File: src/design/zzv_pkg.sv
// Package with operation codes and controller/datapath interface types.
`timescale 1ns / 1ps

package zzv_pkg;

  localparam logic [3:0] OP_SVARINT32 = 4'd0;
  localparam logic [3:0] OP_SVARINT64 = 4'd1;
  localparam logic [3:0] OP_UVARINT32 = 4'd2;
  localparam logic [3:0] OP_UVARINT64 = 4'd3;
  localparam logic [3:0] OP_FIXED16   = 4'd4;
  localparam logic [3:0] OP_FIXED32   = 4'd5;
  localparam logic [3:0] OP_FIXED64   = 4'd6;
  localparam logic [3:0] OP_RAW_BYTE  = 4'd7;
  localparam logic [3:0] OP_LEN_HDR   = 4'd8;

  localparam int unsigned MaxBytes   = 10;
  localparam int unsigned CountWidth = 4;

  typedef logic [CountWidth-1:0] count_t;

  typedef struct packed {
    logic load;
    logic step;
  } ctrl_cmd_t;

  typedef struct packed {
    logic no_bytes;
    logic last;
  } dp_status_t;

endpackage

File: src/design/zzv_ctrl.sv
// Controller state machine that sequences the bytes of one field item.
`timescale 1ns / 1ps

module zzv_ctrl (
  input  logic               clk_i,
  input  logic               rst_ni,
  input  logic               in_valid_i,
  output logic               in_ready_o,
  output logic               out_valid_o,
  input  logic               out_ready_i,
  input  zzv_pkg::dp_status_t status_i,
  output zzv_pkg::ctrl_cmd_t  cmd_o
);
  import zzv_pkg::*;

  localparam logic ST_IDLE = 1'b0;
  localparam logic ST_EMIT = 1'b1;

  logic state_q, state_d;
  logic busy;

  assign busy        = (state_q == ST_EMIT);
  assign in_ready_o  = !busy || (out_ready_i && status_i.last);
  assign out_valid_o = busy;
  assign cmd_o.load  = in_valid_i && in_ready_o;
  assign cmd_o.step  = busy && out_ready_i;

  always_comb begin
    state_d = state_q;
    if (cmd_o.load) begin
      state_d = status_i.no_bytes ? ST_IDLE : ST_EMIT;
    end else if (cmd_o.step && status_i.last) begin
      state_d = ST_IDLE;
    end
  end

  always_ff @(posedge clk_i or negedge rst_ni) begin
    if (!rst_ni) begin
      state_q <= ST_IDLE;
    end else begin
      state_q <= state_d;
    end
  end

endmodule

File: src/design/zzv_datapath.sv
// Datapath: operand encoding, byte count, byte shifter and address counter.
`timescale 1ns / 1ps

module zzv_datapath #(
  parameter int unsigned OFFSET_BITS = 16
) (
  input  logic                clk_i,
  input  logic                rst_ni,
  input  zzv_pkg::ctrl_cmd_t  cmd_i,
  output zzv_pkg::dp_status_t status_o,
  input  logic [3:0]          op_i,
  input  logic [63:0]         value_i,
  input  logic [15:0]         offset_i,
  output logic [7:0]          out_byte_o,
  output logic [15:0]         out_address_o,
  output logic                last_o,
  output logic [15:0]         next_offset_o
);
  import zzv_pkg::*;

  localparam logic [63:0] LenMask  = (64'd1 << OFFSET_BITS) - 64'd1;
  localparam logic [15:0] AddrMask = (OFFSET_BITS >= 16) ? 16'hFFFF : LenMask[15:0];

  logic [63:0] enc;
  logic        is_varint;
  count_t      fixed_n;
  count_t      varint_n;
  count_t      n_d;
  logic [9:0]  grp_nz;
  logic [31:0] zz_src;
  logic [31:0] zz32;
  logic [15:0] base;

  logic [63:0] shift_q;
  count_t      left_q;
  logic        varint_q;
  logic [15:0] addr_q;
  logic [15:0] next_q;

  assign zz_src = (op_i == OP_LEN_HDR) ? (value_i[31:0] & LenMask[31:0]) : value_i[31:0];
  assign zz32   = {zz_src[30:0], 1'b0} ^ {32{zz_src[31]}};

  always_comb begin
    enc       = value_i;
    is_varint = 1'b0;
    fixed_n   = '0;
    case (op_i)
      OP_SVARINT32, OP_LEN_HDR: begin
        enc       = {32'd0, zz32};
        is_varint = 1'b1;
      end
      OP_SVARINT64: begin
        enc       = {value_i[62:0], 1'b0} ^ {64{value_i[63]}};
        is_varint = 1'b1;
      end
      OP_UVARINT32: begin
        enc       = {32'd0, value_i[31:0]};
        is_varint = 1'b1;
      end
      OP_UVARINT64: begin
        is_varint = 1'b1;
      end
      OP_FIXED16:  fixed_n = count_t'(2);
      OP_FIXED32:  fixed_n = count_t'(4);
      OP_FIXED64:  fixed_n = count_t'(8);
      OP_RAW_BYTE: fixed_n = count_t'(1);
      default:     fixed_n = '0;
    endcase
  end

  always_comb begin
    for (int i = 0; i < 9; i++) begin
      grp_nz[i] = |enc[7*i +: 7];
    end
    grp_nz[9] = enc[63];
    varint_n = count_t'(1);
    for (int i = 1; i < MaxBytes; i++) begin
      if (grp_nz[i]) begin
        varint_n = count_t'(i + 1);
      end
    end
  end

  assign n_d  = is_varint ? varint_n : fixed_n;
  assign base = offset_i & AddrMask;

  always_ff @(posedge clk_i or negedge rst_ni) begin
    if (!rst_ni) begin
      left_q <= '0;
    end else if (cmd_i.load) begin
      left_q <= n_d;
    end else if (cmd_i.step) begin
      left_q <= left_q - count_t'(1);
    end
  end

  always_ff @(posedge clk_i) begin
    if (cmd_i.load) begin
      shift_q  <= enc;
      varint_q <= is_varint;
      addr_q   <= base;
      next_q   <= (base + {{(16-CountWidth){1'b0}}, n_d}) & AddrMask;
    end else if (cmd_i.step) begin
      shift_q <= varint_q ? {7'd0, shift_q[63:7]} : {8'd0, shift_q[63:8]};
      addr_q  <= (addr_q + 16'd1) & AddrMask;
    end
  end

  assign status_o.no_bytes = (n_d == '0);
  assign status_o.last     = (left_q == count_t'(1));

  assign out_byte_o    = varint_q ? {!status_o.last, shift_q[6:0]} : shift_q[7:0];
  assign out_address_o = addr_q;
  assign last_o        = status_o.last;
  assign next_offset_o = next_q;

endmodule

File: src/design/zigzag_varint_field_encoder.sv
// Top level of the zigzag and varint field encoder.
//
//  channel | direction | payload                                   | handshake
//  in      | input     | op_i, value_i, offset_i                   | in_valid_i / in_ready_o
//  out     | output    | out_byte_o, out_address_o, last_o,        | out_valid_o / out_ready_i
//          |           | next_offset_o                             |
//
// An item emits one byte per cycle while out_ready_i is high: 1 to 10 bytes, set by the byte
// counter in the datapath. The next item is taken in the cycle its last byte leaves.
// An undefined operation is accepted and emits nothing.
// Reset clears only the controller state and the byte counter.
// A stalled output holds its byte and address until it is taken.
`timescale 1ns / 1ps

module zigzag_varint_field_encoder #(
  parameter int unsigned OFFSET_BITS = 16
) (
  input  logic        clk_i,
  input  logic        rst_ni,
  input  logic        in_valid_i,
  output logic        in_ready_o,
  input  logic [3:0]  op_i,
  input  logic [63:0] value_i,
  input  logic [15:0] offset_i,
  output logic        out_valid_o,
  input  logic        out_ready_i,
  output logic [7:0]  out_byte_o,
  output logic [15:0] out_address_o,
  output logic        last_o,
  output logic [15:0] next_offset_o
);
  import zzv_pkg::*;

  localparam logic [15:0] AddrMask =
    (OFFSET_BITS >= 16) ? 16'hFFFF : 16'((32'd1 << OFFSET_BITS) - 32'd1);

  ctrl_cmd_t  cmd;
  dp_status_t status;

  zzv_ctrl u_ctrl (
    .clk_i       (clk_i),
    .rst_ni      (rst_ni),
    .in_valid_i  (in_valid_i),
    .in_ready_o  (in_ready_o),
    .out_valid_o (out_valid_o),
    .out_ready_i (out_ready_i),
    .status_i    (status),
    .cmd_o       (cmd)
  );

  zzv_datapath #(
    .OFFSET_BITS (OFFSET_BITS)
  ) u_datapath (
    .clk_i         (clk_i),
    .rst_ni        (rst_ni),
    .cmd_i         (cmd),
    .status_o      (status),
    .op_i          (op_i),
    .value_i       (value_i),
    .offset_i      (offset_i),
    .out_byte_o    (out_byte_o),
    .out_address_o (out_address_o),
    .last_o        (last_o),
    .next_offset_o (next_offset_o)
  );

  a_last_next: assert property (@(posedge clk_i) disable iff (!rst_ni)
    out_valid_o && last_o |-> next_offset_o == ((out_address_o + 16'd1) & AddrMask))
    else $error("next offset does not follow the last byte address");

  a_addr_step: assert property (@(posedge clk_i) disable iff (!rst_ni)
    out_valid_o && out_ready_i && !last_o |=>
      out_valid_o && out_address_o == (($past(out_address_o) + 16'd1) & AddrMask))
    else $error("address did not advance within a run");

  a_next_stable: assert property (@(posedge clk_i) disable iff (!rst_ni)
    out_valid_o && out_ready_i && !last_o |=> $stable(next_offset_o))
    else $error("next offset changed within a run");

  a_no_early_take: assert property (@(posedge clk_i) disable iff (!rst_ni)
    out_valid_o && !(out_ready_i && last_o) |-> !in_ready_o)
    else $error("new item taken while a run is pending");

endmodule
File: config.mk
export PLATFORM = sky130hd
export DESIGN_NAME = zigzag_varint_field_encoder
export DESIGN_NICKNAME = d
export VERILOG_FILES = /design/src/design/zzv_pkg.sv /design/src/design/zzv_ctrl.sv /design/src/design/zzv_datapath.sv /design/src/design/zigzag_varint_field_encoder.sv
export SDC_FILE = /design/constraint.sdc
export NUM_CORES = 1
export LEC_CHECK = 0
export ABC_CLOCK_PERIOD_IN_PS = 5200
export BUFFER_PORTS_ARGS = -buffer_cell sky130_fd_sc_hd__buf_2
export CAP_MARGIN = 20
export CORE_MARGIN = 5
export CORE_UTILIZATION = 45
export CTS_CLUSTER_SIZE = 12
export DETAILED_ROUTE_END_ITERATION = 16
export PLACE_DENSITY = 0.72
export SLEW_MARGIN = 20
export SYNTH_ARGS = -nofsm -noshare
export SYNTH_HDL_FRONTEND = slang
export SYNTH_SLANG_ARGS = --single-unit
File: constraint.sdc
create_clock -name clk_i -period 5.2 [get_ports clk_i]
set_input_delay 0.78 -clock clk_i [delete_from_list [all_inputs] [get_ports clk_i]]
set_output_delay 0.78 -clock clk_i [all_outputs]
set_load 0.005 [all_outputs]
* After elaboration in Yosys (flattened, before gate mapping) *
Index checks and enable logic that the tools add are counted.

cells by class
  add/sub/neg operators = 3
  $mul = 0
  div/mod/pow operators = 0
  magnitude comparators = 0
  equal/unequal tests = 9
  shift operators = 0
  multiplexer cells = 25
  bitwise operators = 2
  reduce and logical (&&, ||, !) cells = 21

operators with widths
  kind                                           count
  one-hot mux 64 bit (3 select lines)            1
  2-to-1 mux 64 bit                              2
  bitwise XOR 64 bit                             1
  2-to-1 mux 57 bit                              1
  OR reduction 7 bit                             8
  2-to-1 mux 16 bit                              2
  2-to-1 mux 32 bit                              1
  bitwise XOR 32 bit                             1
  2-to-1 mux 4 bit                               6
  adder 16 x 1 -> 16 bit, second input constant  1
  adder 16 x 4 -> 16 bit                         1
  == test 4 x 3 -> 1 bit, second input constant  4
  one-hot mux 4 bit (4 select lines)             1
  2-to-1 mux 3 bit                               4
  == test 4 x 1 -> 1 bit, second input constant  2
  == test 4 x 2 -> 1 bit, second input constant  2
  logical NOT 4 bit                              2
  2-to-1 mux 8 bit                               1
  OR reduction 5 bit                             1
  == test 4 bit, second input constant           1
  logical AND 1 bit                              4
  2-to-1 mux 1 bit                               4
  2-to-1 mux 2 bit                               2
  nonzero test 2 bit                             2
  other kinds (4)                                5

word-level totals
  bits in registers = 102
  latch bits = 0
  memory bits (writable) = 0
  bits in read-only memories = 0
  input port bits = 88
  output and inout port bits = 43
  word-level logic and storage cells = 66
  memories kept = 0

* Longest topological paths before layout *
  word-level depth = 18
  gate-level depth with buffers = 19
  mapped depth without buffers = 16

* Cells and area by module *
Synthesis repeated with hierarchy kept, for this count alone.

unflattened totals
  cell total of the unflattened synthesis = 751
  area total of the unflattened synthesis = 7,334.5 um^2

by module, submodules not included
  module        instances  cells an instance  area each (um^2)  seq. area each (um^2)
  zzv_datapath  1          745                7,277.0           3,012.9
  zzv_ctrl      1          6                  57.6              25.0

* Worst setup path before layout *
No wires, ideal clock.

  path kind = input-to-reg
  start = input op_i[1]
  end = register u_datapath.next_q[10], in the netlist u_datapath.next_offset_o[10], data pin
  library setup time = 0.258 ns
  arrival = 3.898 ns
  data required time = 4.942 ns
  slack = 1.045 ns
  stages on the path = 18
  buffers on the path = 3
  cells stage by stage = buf_4 -> or3_1 -> buf_2 -> buf_6 -> a32oi_1 -> nand3_1 -> or3_1 -> a21boi_1 -> o21ai_0 -> o21ba_1 -> inv_1 -> ha_1 -> fa_1 -> a21o_1 -> a21oi_1 -> nor2_1 -> nand4_1 -> xnor2_1

on the way
  word-level cells in the longest chain between the ends = 16
  elaborated cells between the ends (all ways) = 35
  those cells by class = add/sub: 1; eq/ne: 8; mux: 14; bitwise: 1; reduce/logical: 11

ends and longest elaborated chain
  what                                 line                                    text
  start, declared                      zigzag_varint_field_encoder.sv:22       input logic [3:0] op_i,
  == test 4 bit                        zzv_datapath.sv:40, zzv_datapath.sv:47
  2-to-1 mux 32 bit                    zzv_datapath.sv:40                      assign zz_src = (op_i == OP_LEN_HDR) ? (value_i[31:0] & LenMask[31:0]) : value_i[31:0];
  bitwise XOR 32 bit                   zzv_datapath.sv:41                      assign zz32 = {zz_src[30:0], 1'b0} ^ {32{zz_src[31]}};
  one-hot mux 64 bit (3 select lines)  zzv_datapath.sv:47                      case (op_i)
  OR reduction 7 bit                   zzv_datapath.sv:73                      grp_nz[i] = |enc[7*i +: 7];
  2-to-1 mux 2 bit (2 in series)       zzv_datapath.sv:78                      if (grp_nz[i]) begin
  2-to-1 mux 3 bit (4 in series)       zzv_datapath.sv:78
  2-to-1 mux 4 bit (3 in series)       zzv_datapath.sv:78
  2-to-1 mux 4 bit *                   zzv_datapath.sv:84                      assign n_d = is_varint ? varint_n : fixed_n;
  adder 16 x 4 -> 16 bit *             zzv_datapath.sv:102                     next_q <= (base + {{(16-CountWidth){1'b0}}, n_d}) & AddrMask;
  end signal, assigned                 zzv_datapath.sv:102
  end, declared                        zzv_datapath.sv:38                      logic [15:0] next_q;

Every way passes the cells marked *; elsewhere a longest branch is shown, timed or not.
A chain may end at the register's enable or synchronous reset.

* Worst setup path in the final report *
  start = input op_i[3]
  end = register u_datapath.next_q[15], in the netlist u_datapath.next_offset_o[15], data pin

Same word-level chain as after synthesis.

==> out/metrics.cfg <==
[yosys]
synth.most_common_cell = edfxtp_1
syn-num-nets = 822
yosys_most_used_dff = edfxtp_1
postSynthCellCount = 726
async_flop_share_pct = 4.902
ys_seq_elements = 102
synth_seq_area_share_pct = 42.81
ys_types = 65
synth_edf_count = 97
yosys.area.top_type = edfxtp_1
avgSynthCellArea_um2 = 9.775
synth_area_um2 = 7097
yosys-top-cells-area = edfxtp_1, mux2i_1, xor2_1
synthTopCellsByCount = edfxtp_1, nand2_1, o21ai_0
yosys.area.top_type_share_pct = 41.04
yosys_warnings = 0

[grt]
antenna_found_initial = 0
grt_pass1_wl_um = 29570
grt_start_max_net_pins = 56
gr-total-overflow = 0
busiest_layer = met2
use_met1_pct = 28.30
use_met2_pct = 32.74
grtUsageTotal_pct = 20.29
use_met3_pct = 3.418
grt_pass1_vias = 5656

[clock_network]
clock-sinks = 102
tritoncts = built
hold_buffers = 0
htree_levels = 3
cts_root_buffer = clkbuf_16
clk_latency_ns = 0.36
clockBufferDepth = 2
numCtsBuffers = 9
postCtsSetupBuffers = 0
cts_resized = 0
path_clk_slew_ns = 0.07

[drt]
wl_um = 18770
antenna_left = 0
num_vias = 6080
drc = 0
detail_route.wl_per_cell_um = 18.07
dr.pass1.iters = 6
drtIter0Drc = 680
vias_per_cell = 5.852

[power]
p_clk_share_pct = 20.8
ir_drop_mv = 0.1884
p_seq_share_pct = 47.6
p_sw_w = 0.001052
pwr-share-comb_pct = 31.6
p_int_w = 0.002041
powerDensity_nw_per_um2 = 381.6
p_leak_nw = 3.090
switching_share_pct = 34.01

[critical_path]
worstRegToRegCells = 9
cp_data_arrival_time_ns = 4.68
critPathCaptureType = register
rrSetupSlack_ns = 2.27
crit_path_max_fanout = 18
r2r-end = u_datapath.shift_q[54]
cp.required_ns = 5.31
critPathKind = in -> reg
worstReg2RegStart = u_datapath.left_q[1]
cp-startpoint = op_i[3]
crit_path_start_kind = input port

[placed_design]
gp_congestion = 0.8743
place_inst = 1023
io_buffer_count = 130
hpwl_um = 13520

[sta]
relSlewSlack_pct = 50.32
final.setup_skew_ns = 0.009491
hold_slack_ns = 0.2358
fin_crit_sh_pct = 87.90
post-route-min-period_ns = 4.571
tns_ns = 0
max_freq_ghz = 0.2188
drv_slew = 0
tightest_slew_ns = 0.7452
hold_viol_final = 0
setup_viol = 0
rsz0062_at_grt = false

[outcome]
status = finished clean

[floorplan]
io_pins = 131
core_um2 = 15660
die_w_um = 135.6
start_util_pct = 45.33
rows = 46
die_area_um2 = 18380
die_h_um = 135.6

[cells_and_area]
n_antenna_cell = 0
finalNetCount = 914
drive_gt1_share_pct = 21.14
final_cells = 1039
synthToLayoutAreaGrowth_pct = 14.19

[job]
maxCapViolCount = 0

[worst_hold_path]
hold_path.class = in -> async

[power by group through the flow]
stage	Clock, W	Sequential (W)	Combinational [W]
after CTS	0.000652	0.00147	0.000979
final	0.000643	0.00147	0.000976
after detailed placement	0	0.00149	0.000974
after global routing	0.000697	0.00150	0.00109
after floorplan	0	0.00144	0.000677
after global placement	0	0.00148	0.000953
[worst max path at each step]
stage                     depth (start not counted)  slack [ns]                            to
after floorplan                                  18        1.04  u_datapath.next_offset_o[10]
after global placement                           16        0.38  u_datapath.next_offset_o[15]
after detailed placement                         16        0.28  u_datapath.next_offset_o[13]
after CTS                                        16        0.65  u_datapath.next_offset_o[15]
after global routing                             16        0.28  u_datapath.next_offset_o[15]
final                                            16        0.63  u_datapath.next_offset_o[15]
[worst max-delay path: stages]
cell and delay (ns):
buf_2 0.19, maj3_2 0.42, or2_1 0.48, a22o_1 0.36, nor4_2 0.26, nor4b_1 0.41, o21ai_1 0.13, o22a_1 0.27
ha_1 0.30, a21o_1 0.18, a21oi_1 0.21, nor2b_1 0.08, o21bai_1 0.28, nor2_1 0.15, nand3_1 0.12, xnor2_1 0.06
[cells by family after synthesis]
logic type / Yosys count / synth area share, %
AND/OR/NAND/NOR: 192 / 13.47
adder cells (fa/ha/maj): 9 / 1.675
buffers and inverters: 72 / 4.884
flip-flops: 102 / 42.81
AO/OA/AOI/OAI: 226 / 20.80
XOR/XNOR: 74 / 9.133
multiplexers: 51 / 7.228
[final cells by class]
type	count	area (um2)
Clock inverter	7	50.05
Multi-Input combinational cell	552	3719
Timing Repair Buffer	144	768.2
Inverter	9	33.78
Sequential cell	102	3038
Clock buffer	9	225.2
Tap cell	216	270.3
Fill cell	1457	7551
[layer usage]
| metal | share of wire (%) | vias to the layer above |
|---|---|---|
| met5 | 0 | - |
| met4 | 1.4 | 0 |
| met3 | 6.7 | 18 |
| met2 | 47 | 219 |
| met1 | 45 | 2905 |
| li1 | - | 2938 |
[state kept, by name, summed over array words and instances, names as in the netlist]
signal / cells
u_datapath.shift_q: 64
u_datapath.next_offset_o: 16
u_datapath.out_address_o: 16
u_datapath.left_q: 4
u_ctrl.out_valid_o: 1
u_datapath.varint_q: 1
[stage by stage]
step                setup slack, ns  cell area [um2]  utilization [%]  total power [W]
floorplan                     1.045             7097                -         0.002120
global placement             0.3752             7829            50.01         0.002436
detailed placement           0.2831             7829            50.01         0.002465
CTS                          0.6525             8104            51.77         0.003104
global route                 0.2752             8104            51.77         0.003294
finish                       0.6291             8104            51.77         0.003093
[placed cells by master (no fill, tap or decap), drive strengths merged, types with 5 or more instances in the layout]
master | netlist | routed
a32oi | 9 | 9
and2 | 5 | 5
mux2i | 49 | 49
inv | 9 | 10
a211oi | 34 | 34
buf | 32 | 144
clkbuf | 31 | 9
a21oi | 54 | 54
edfxtp | 97 | 97
dfrtp | 5 | 5
nor2b | 11 | 11
o21ai | 65 | 65
nor2 | 23 | 23
xnor2 | 31 | 31
nor3 | 19 | 19
and3 | 10 | 10
xor2 | 43 | 43
nor4 | 8 | 8
a221oi | 21 | 21
nand2 | 75 | 75
nand3 | 22 | 22
ha | 7 | 7
Note: power is estimated with default switching activity, not from simulation.
